$ cat config.mk
export PLATFORM = sky130hd
export DESIGN_NAME = index_weighted_recurrence_checksum_unit_flat
export DESIGN_NICKNAME = d
export VERILOG_FILES = /design/src/hw/rtl/iwrc_pkg.sv /design/src/hw/rtl/iwrc_if.sv /design/src/hw/rtl/index_weighted_recurrence_checksum_unit.sv /design/src/hw/rtl/iwrc_term.sv /design/src/flat_wrapper.sv
export SDC_FILE = /design/constraint.sdc
export NUM_CORES = 1
export LEC_CHECK = 0
export BUFFER_PORTS_ARGS = -buffer_cell sky130_fd_sc_hd__buf_2
export CAP_MARGIN = 10
export CORE_MARGIN = 2
export CORE_UTILIZATION = 46
export CTS_CLUSTER_DIAMETER = 30
export DETAILED_ROUTE_END_ITERATION = 6
export HOLD_SLACK_MARGIN = 0.12
export PLACE_DENSITY = 0.74
export SYNTH_ARGS = -nofsm -noshare
export SYNTH_HDL_FRONTEND = slang
export SYNTH_HIERARCHICAL = 1
export SYNTH_SLANG_ARGS = --single-unit
export TNS_END_PERCENT = 30
$ cat constraint.sdc
create_clock -name clk -period 18.2 [get_ports clk]
set_input_delay 1.82 -clock clk [delete_from_list [all_inputs] [get_ports clk]]
set_output_delay 1.82 -clock clk [all_outputs]
set_load 0.01 [all_outputs]
$ cat src/hw/rtl/iwrc_pkg.sv
// Package for the index-weighted recurrence checksum unit.
// Holds the term type, recurrence constants and the weight and modulo helpers.
// No dependencies; every other file of the block uses it.
`timescale 1ns / 1ps

package iwrc_pkg;

  typedef logic [15:0] term_t;
  typedef logic [7:0]  pos_t;

  // First-byte offset for the newer term.
  localparam logic [15:0] FIRST_OFFSET = 16'd7;
  // The modulus of the recurrence.
  localparam logic [15:0] CK_MOD = 16'hFFFF;
  // 256 * 65535: a multiple of the modulus that exceeds any older-term product.
  localparam logic [25:0] MOD_BIAS = 26'd16776960;

  // (17 * pos) mod 256.
  function automatic pos_t weight_alpha(input pos_t pos);
    weight_alpha = pos + {pos[3:0], 4'b0000};
  endfunction

  // (31 * pos) mod 256.
  function automatic pos_t weight_beta(input pos_t pos);
    weight_beta = {pos[2:0], 5'b00000} - pos;
  endfunction

  // Reduction modulo 65535 by end-around folding of the upper bits.
  function automatic term_t mod_ck(input logic [25:0] x);
    logic [16:0] fold1;
    logic [16:0] fold2;
    fold1 = {1'b0, x[15:0]} + {7'b0, x[25:16]};
    fold2 = {1'b0, fold1[15:0]} + {16'b0, fold1[16]};
    mod_ck = (fold2[15:0] == CK_MOD) ? 16'd0 : fold2[15:0];
  endfunction

endpackage

$ cat src/hw/rtl/iwrc_if.sv
// Stream interfaces for the index-weighted recurrence checksum unit.
// Message bytes come in on iwrc_byte_if, checksums go out on iwrc_sum_if.
// Depends on iwrc_pkg for the term type.
`timescale 1ns / 1ps

interface iwrc_byte_if;
  logic       valid;
  logic       ready;
  logic [7:0] data_byte;
  logic       last_byte;

  modport source (output valid, output data_byte, output last_byte, input ready);
  modport sink (input valid, input data_byte, input last_byte, output ready);
endinterface

interface iwrc_sum_if;
  logic            valid;
  logic            ready;
  iwrc_pkg::term_t checksum;

  modport source (output valid, output checksum, input ready);
  modport sink (input valid, input checksum, output ready);
endinterface

$ cat src/hw/rtl/index_weighted_recurrence_checksum_unit.sv
// Index-weighted recurrence checksum unit: one message byte per transfer in,
// one 16-bit checksum per message out. Depends on iwrc_pkg, iwrc_if, iwrc_term.
// The last byte is held in the input register, then loads the checksum register
// once the result register is free. Throughput: 1 byte per cycle, unless a
// closing byte waits for it; the recurrence update is one registered pass
// through the two-product datapath in iwrc_term.
// Reset (rst, synchronous): both terms and the position clear, the unit waits
// for the first byte of a message, and the input and result registers empty.
`timescale 1ns / 1ps

module index_weighted_recurrence_checksum_unit (
  input logic        clk,
  input logic        rst,
  iwrc_byte_if.sink  msg,
  iwrc_sum_if.source result
);

  logic            hold_valid;
  logic [7:0]      hold_byte;
  logic            hold_last;
  logic            adv;

  iwrc_pkg::term_t older;
  iwrc_pkg::term_t newer;
  iwrc_pkg::pos_t  pos;
  logic            at_start;

  iwrc_pkg::term_t term;
  iwrc_pkg::term_t newer_next;

  logic            res_valid;
  iwrc_pkg::term_t checksum;

  // The held byte moves on unless it closes a message and the result
  // register is still occupied.
  assign adv       = hold_valid && (!hold_last || !res_valid || result.ready);
  assign msg.ready = !hold_valid || adv;

  iwrc_term u_term (
    .data_byte (hold_byte),
    .pos       (pos),
    .newer     (newer),
    .older     (older),
    .term      (term)
  );

  assign newer_next = at_start ? ({8'b0, hold_byte} + iwrc_pkg::FIRST_OFFSET) : term;

  always_ff @(posedge clk) begin
    if (rst) begin
      hold_valid <= 1'b0;
    end else if (msg.valid && msg.ready) begin
      hold_valid <= 1'b1;
    end else if (adv) begin
      hold_valid <= 1'b0;
    end
  end

  always_ff @(posedge clk) begin
    if (msg.valid && msg.ready) begin
      hold_byte <= msg.data_byte;
      hold_last <= msg.last_byte;
    end
  end

  always_ff @(posedge clk) begin
    if (rst) begin
      older    <= 16'd0;
      newer    <= 16'd0;
      pos      <= 8'd0;
      at_start <= 1'b1;
    end else if (adv) begin
      older <= at_start ? 16'd1 : newer;
      newer <= newer_next;
      if (hold_last) begin
        pos      <= 8'd0;
        at_start <= 1'b1;
      end else begin
        pos      <= at_start ? 8'd1 : pos + 8'd1;
        at_start <= 1'b0;
      end
    end
  end

  always_ff @(posedge clk) begin
    if (rst) begin
      res_valid <= 1'b0;
    end else if (adv && hold_last) begin
      res_valid <= 1'b1;
    end else if (result.ready) begin
      res_valid <= 1'b0;
    end
  end

  always_ff @(posedge clk) begin
    if (adv && hold_last) begin
      checksum <= newer_next;
    end
  end

  assign result.valid    = res_valid;
  assign result.checksum = checksum;

  // A new checksum appears only after a closing byte has moved through.
  assert property (@(posedge clk) disable iff (rst)
    $rose(res_valid) |-> $past(adv && hold_last))
    else $error("checksum became valid without a closing byte");

  // Closing a message rearms the recurrence.
  assert property (@(posedge clk) disable iff (rst)
    adv && hold_last |=> at_start && pos == 8'd0)
    else $error("unit did not rearm after the last byte");

  // A first byte that does not close the message seeds the older term with one.
  assert property (@(posedge clk) disable iff (rst)
    adv && !hold_last && at_start |=> !at_start && pos == 8'd1 && older == 16'd1)
    else $error("first byte did not seed the recurrence");

  // Terms are residues modulo 65535 and never reach the modulus.
  assert property (@(posedge clk) disable iff (rst)
    newer != iwrc_pkg::CK_MOD && older != iwrc_pkg::CK_MOD)
    else $error("recurrence term out of range");

endmodule

$ cat src/hw/rtl/iwrc_term.sv
// Next-term datapath of the recurrence: two weighted products, their
// difference and the reduction modulo 65535. Purely combinational.
// Depends on iwrc_pkg.
`timescale 1ns / 1ps

module iwrc_term (
  input  logic [7:0]      data_byte,
  input  iwrc_pkg::pos_t  pos,
  input  iwrc_pkg::term_t newer,
  input  iwrc_pkg::term_t older,
  output iwrc_pkg::term_t term
);

  logic [8:0]  weight_a;
  logic [7:0]  weight_b;
  logic [24:0] prod_a;
  logic [23:0] prod_b;
  logic        neg;
  logic [25:0] biased;

  assign weight_a = {1'b0, data_byte} + {1'b0, iwrc_pkg::weight_alpha(pos)};
  assign weight_b = iwrc_pkg::weight_beta(pos);

  assign prod_a = {16'b0, weight_a} * {9'b0, newer};
  assign prod_b = {16'b0, weight_b} * {8'b0, older};

  // A negative difference follows the 64-bit unsigned wrap, which adds one
  // modulo 65535. The bias keeps the sum positive without changing the residue.
  assign neg    = prod_a < {1'b0, prod_b};
  assign biased = {1'b0, prod_a} + iwrc_pkg::MOD_BIAS - {2'b0, prod_b} + {25'b0, neg};

  assign term = iwrc_pkg::mod_ck(biased);

endmodule
$ cat src/flat_wrapper.sv
// flat-port wrapper written by rule: the top's interface ports become plain ports
module index_weighted_recurrence_checksum_unit_flat 
  (clk, rst, msg_valid, msg_data_byte, msg_last_byte, msg_ready, result_valid, result_checksum, result_ready);
  iwrc_byte_if msg_i ();
  iwrc_sum_if result_i ();
  input logic clk;
  input logic rst;
  input wire logic [$bits(msg_i.valid)-1:0] msg_valid;
  input wire logic [$bits(msg_i.data_byte)-1:0] msg_data_byte;
  input wire logic [$bits(msg_i.last_byte)-1:0] msg_last_byte;
  output wire logic [$bits(msg_i.ready)-1:0] msg_ready;
  output wire logic [$bits(result_i.valid)-1:0] result_valid;
  output wire logic [$bits(result_i.checksum)-1:0] result_checksum;
  input wire logic [$bits(result_i.ready)-1:0] result_ready;
  assign msg_i.valid = msg_valid;
  assign msg_i.data_byte = msg_data_byte;
  assign msg_i.last_byte = msg_last_byte;
  assign msg_ready = msg_i.ready;
  assign result_valid = result_i.valid;
  assign result_checksum = result_i.checksum;
  assign result_i.ready = result_ready;
  index_weighted_recurrence_checksum_unit u_core (.clk(clk), .rst(rst), .msg(msg_i), .result(result_i));
endmodule
==> run metrics <==
status completed; CP startpoint kind flop; Inserted Clock Buffers 9; grt ovf 0; Chip Width roughly 180 um; share of the clock period used by the worst path 0.926; Tmin final approximately 17 ns; Max H-tree Level 3; Netlist Area Pre-Place roughly 15,000 sq um; die area roughly 34,000 sq um; Initial Utilization 0.465; core area between 30,000 and 40,000 sq um; Root Buffer Master clkbuf_16; ys async rst share 0; Final GP Congestion roughly 0.9; max incr delay on CP between 0.9 and 1 ns; row count between 60 and 70; type of element capturing the critical path flop; Net Count, Synth roughly 2,200; critical path class reg -> reg; Final setup violation count 0; commonest non-fill, non-tap cell in the layout inv_1; multi-input logic area 12,000 sq um; Syn Area/Cell approximately 8.5 sq um; num ports 31; worst hold slack around 0.56 ns; final-stage net count about 2,200; Post-CTS Hold Buffers 0; Worst Tran Pin Value 1.22 ns; Critical Path Fanout Max 25; Syn-to-layout area delta 5.86%; count of different cell masters after synthesis 99; Clk Latency, worst-skew pair about 0.34 ns; Arr. time, crit path ~17 ns; fin util 0.493; fin. max-slew vios 0; largest net degree at the start of global routing approximately 40; post-synthesis sequential area ratio 0.107; most frequent cells in the layout 323 x inv_1, 204 x nand2_1, 191 x fa_1; fmax 0.0593 GHz; final wirelength ~37 mm; Vias/cell roughly 5.4; pre-CTS WS 1.65 ns; DPL Wire Length 30.2 mm; final worst slack 1.34 ns; via count 12,100; register area around 1600 sq um; RSZ-0062 raised after global routing no; post-cts sizing count 0; HP Class reg -> reg; register bit count reported by yosys just under 70; Synth Warn # 6; Routed WL per cell about 17 um; CP most frequent cell ha_1; drt drc 0; Diodes inserted 0; Clock transition at path regs about 0.060 ns; DRT Pass-1 Iters 5; Tot GR Track Use 0.226; layout cell share with drive strength beyond 1 0.0620; Crit path max-delay family compound AO/OA/AOI/OAI gates; Final Skew approximately 0.0093 ns; maxcap violations 0; fillcell total just over 3,000; Post-CTS Setup Inserts 0; Rel. slew slack 0.179; Clock Sinks slightly below 70; CTS tree yes; Worst Path Buf+Inv 4; cell count after synthesis around 1,800; input/output buffers 30; Final Hold Vio Count 0; first-pass GRT wire length 61.9 mm; Die Y approximately 180 um; Clock Tree Buf Depth 2; vias in the first global route ~12,000; Routed Antenna Nets 0; Top FF cell, synth dfxtp_1; highest-delay cell along the critical path nor4b_4; number of antenna violations at the first check in global routing 0; DR iter-0 viols 822; Post-synth EDFFs 25; worst path required time about 18 ns; Sum Neg Setup Slack 0 ns
area by class of cell:
cell class | count | share of cell area
multi-input cells | 1342 | 0.754
flip-flops and latches | 68 | 0.101
inverters | 324 | 0.0763
well taps | 442 | 0.0347
clock buffers | 11 | 0.0159
repair buffers | 40 | 0.0141
clock inverters | 5 | 0.00369
worst reg2reg max path, delay by kind of cell (launching register included):
kind | cells | cell delay (ns)
XOR/XNOR | 3 | 1.23
AO/OA/AOI/OAI | 23 | 5.65
AND/OR/NAND/NOR | 12 | 3.48
buffers and inverters | 4 | 0.23
adder cells (fa/ha/maj) | 15 | 5.24
flip-flops | 1 | 0.92
registers in the layout (all words and copies together), names as in the netlist:
signal,flops
u_core/result.checksum,16
u_core/at_start,1
u_core/older,16
u_core/pos,8
u_core/hold_byte,8
u_core/result.valid,1
u_core/newer,16
u_core/hold_valid,1
u_core/hold_last,1
synthesized netlist by cell type (all sizes together) (3+ instances only):
cell type,number,area (sq um)
o41ai,4,53.8
o21bai,17,128
mux2i,5,50.1
o2111ai,3,26.3
o31a,4,36.3
a311o,3,31.3
nor4,6,43.8
o211ai,7,52.6
a21oi,89,449
inv,324,1220
nor2b,15,93.8
fa,191,3820
nand3,39,205
o21ai,31,155
ha,183,2290
and3,11,70.1
nor3,25,146
nand4,8,50.1
xor2,39,342
and2,146,916
o311ai,3,51.3
xnor2,68,633
or3,5,31.3
dfxtp,43,861
edfxtp,25,751
a2111oi,3,27.5
clkbuf,29,111
a311oi,5,67.6
a21o,26,198
a31oi,9,56.3
nand2,206,783
nand3b,4,42.5
a211oi,7,52.6
nor3b,8,76.3
buf,18,120
o31ai,6,58.8
o21a,8,60.1
a211o,3,27.5
nor2,100,395
nand2b,14,87.6
and4,3,26.3
worst paths after layout:
kind | from | end | slack (ns) | cells after the start
worst min register to register | u_core/result.valid | u_core/result.valid | 0.56 | 2
worst max register to register | u_core/pos[0] | u_core/newer[6] | 1.34 | 57
worst min-delay path | u_core/result.valid | u_core/result.valid | 0.56 | 2
worst max-delay path | u_core/pos[0] | u_core/newer[6] | 1.34 | 57
metal layers:
layer | vias to the layer above | share of wire | GRT usage
met2 | 399 | 0.47 | 0.382
met5 | - | 0 | 0
met1 | 5856 | 0.44 | 0.299
met3 | 85 | 0.053 | 0.0252
li1 | 5714 | - | -
met4 | 0 | 0.032 | 0.0822
cell families (layout without fill, tap and decap cells):
| group | count (synthesis) | in the layout | synth area share |
|---|---|---|---|
| simple gates | 603 | 603 | 0.206 |
| flops | 68 | 68 | 0.107 |
| fa+ha+maj | 374 | 374 | 0.406 |
| mux | 7 | 7 | 0.00482 |
| compound gates | 251 | 251 | 0.116 |
| buf+inv | 371 | 380 | 0.0961 |
| xor+xnor | 107 | 107 | 0.0647 |
metrics by stage:
step                      instances  area, sq um
after CTS                      2232        15900
after detailed placement       2216        15600
after global routing           2232        15900
after floorplan                1781        15100
final                          2232        15900
after global placement         2216        15600
Power is left out: the tool's default activity adds up to more than one toggle a clock period on the data nets, which glitch-free logic cannot reach.
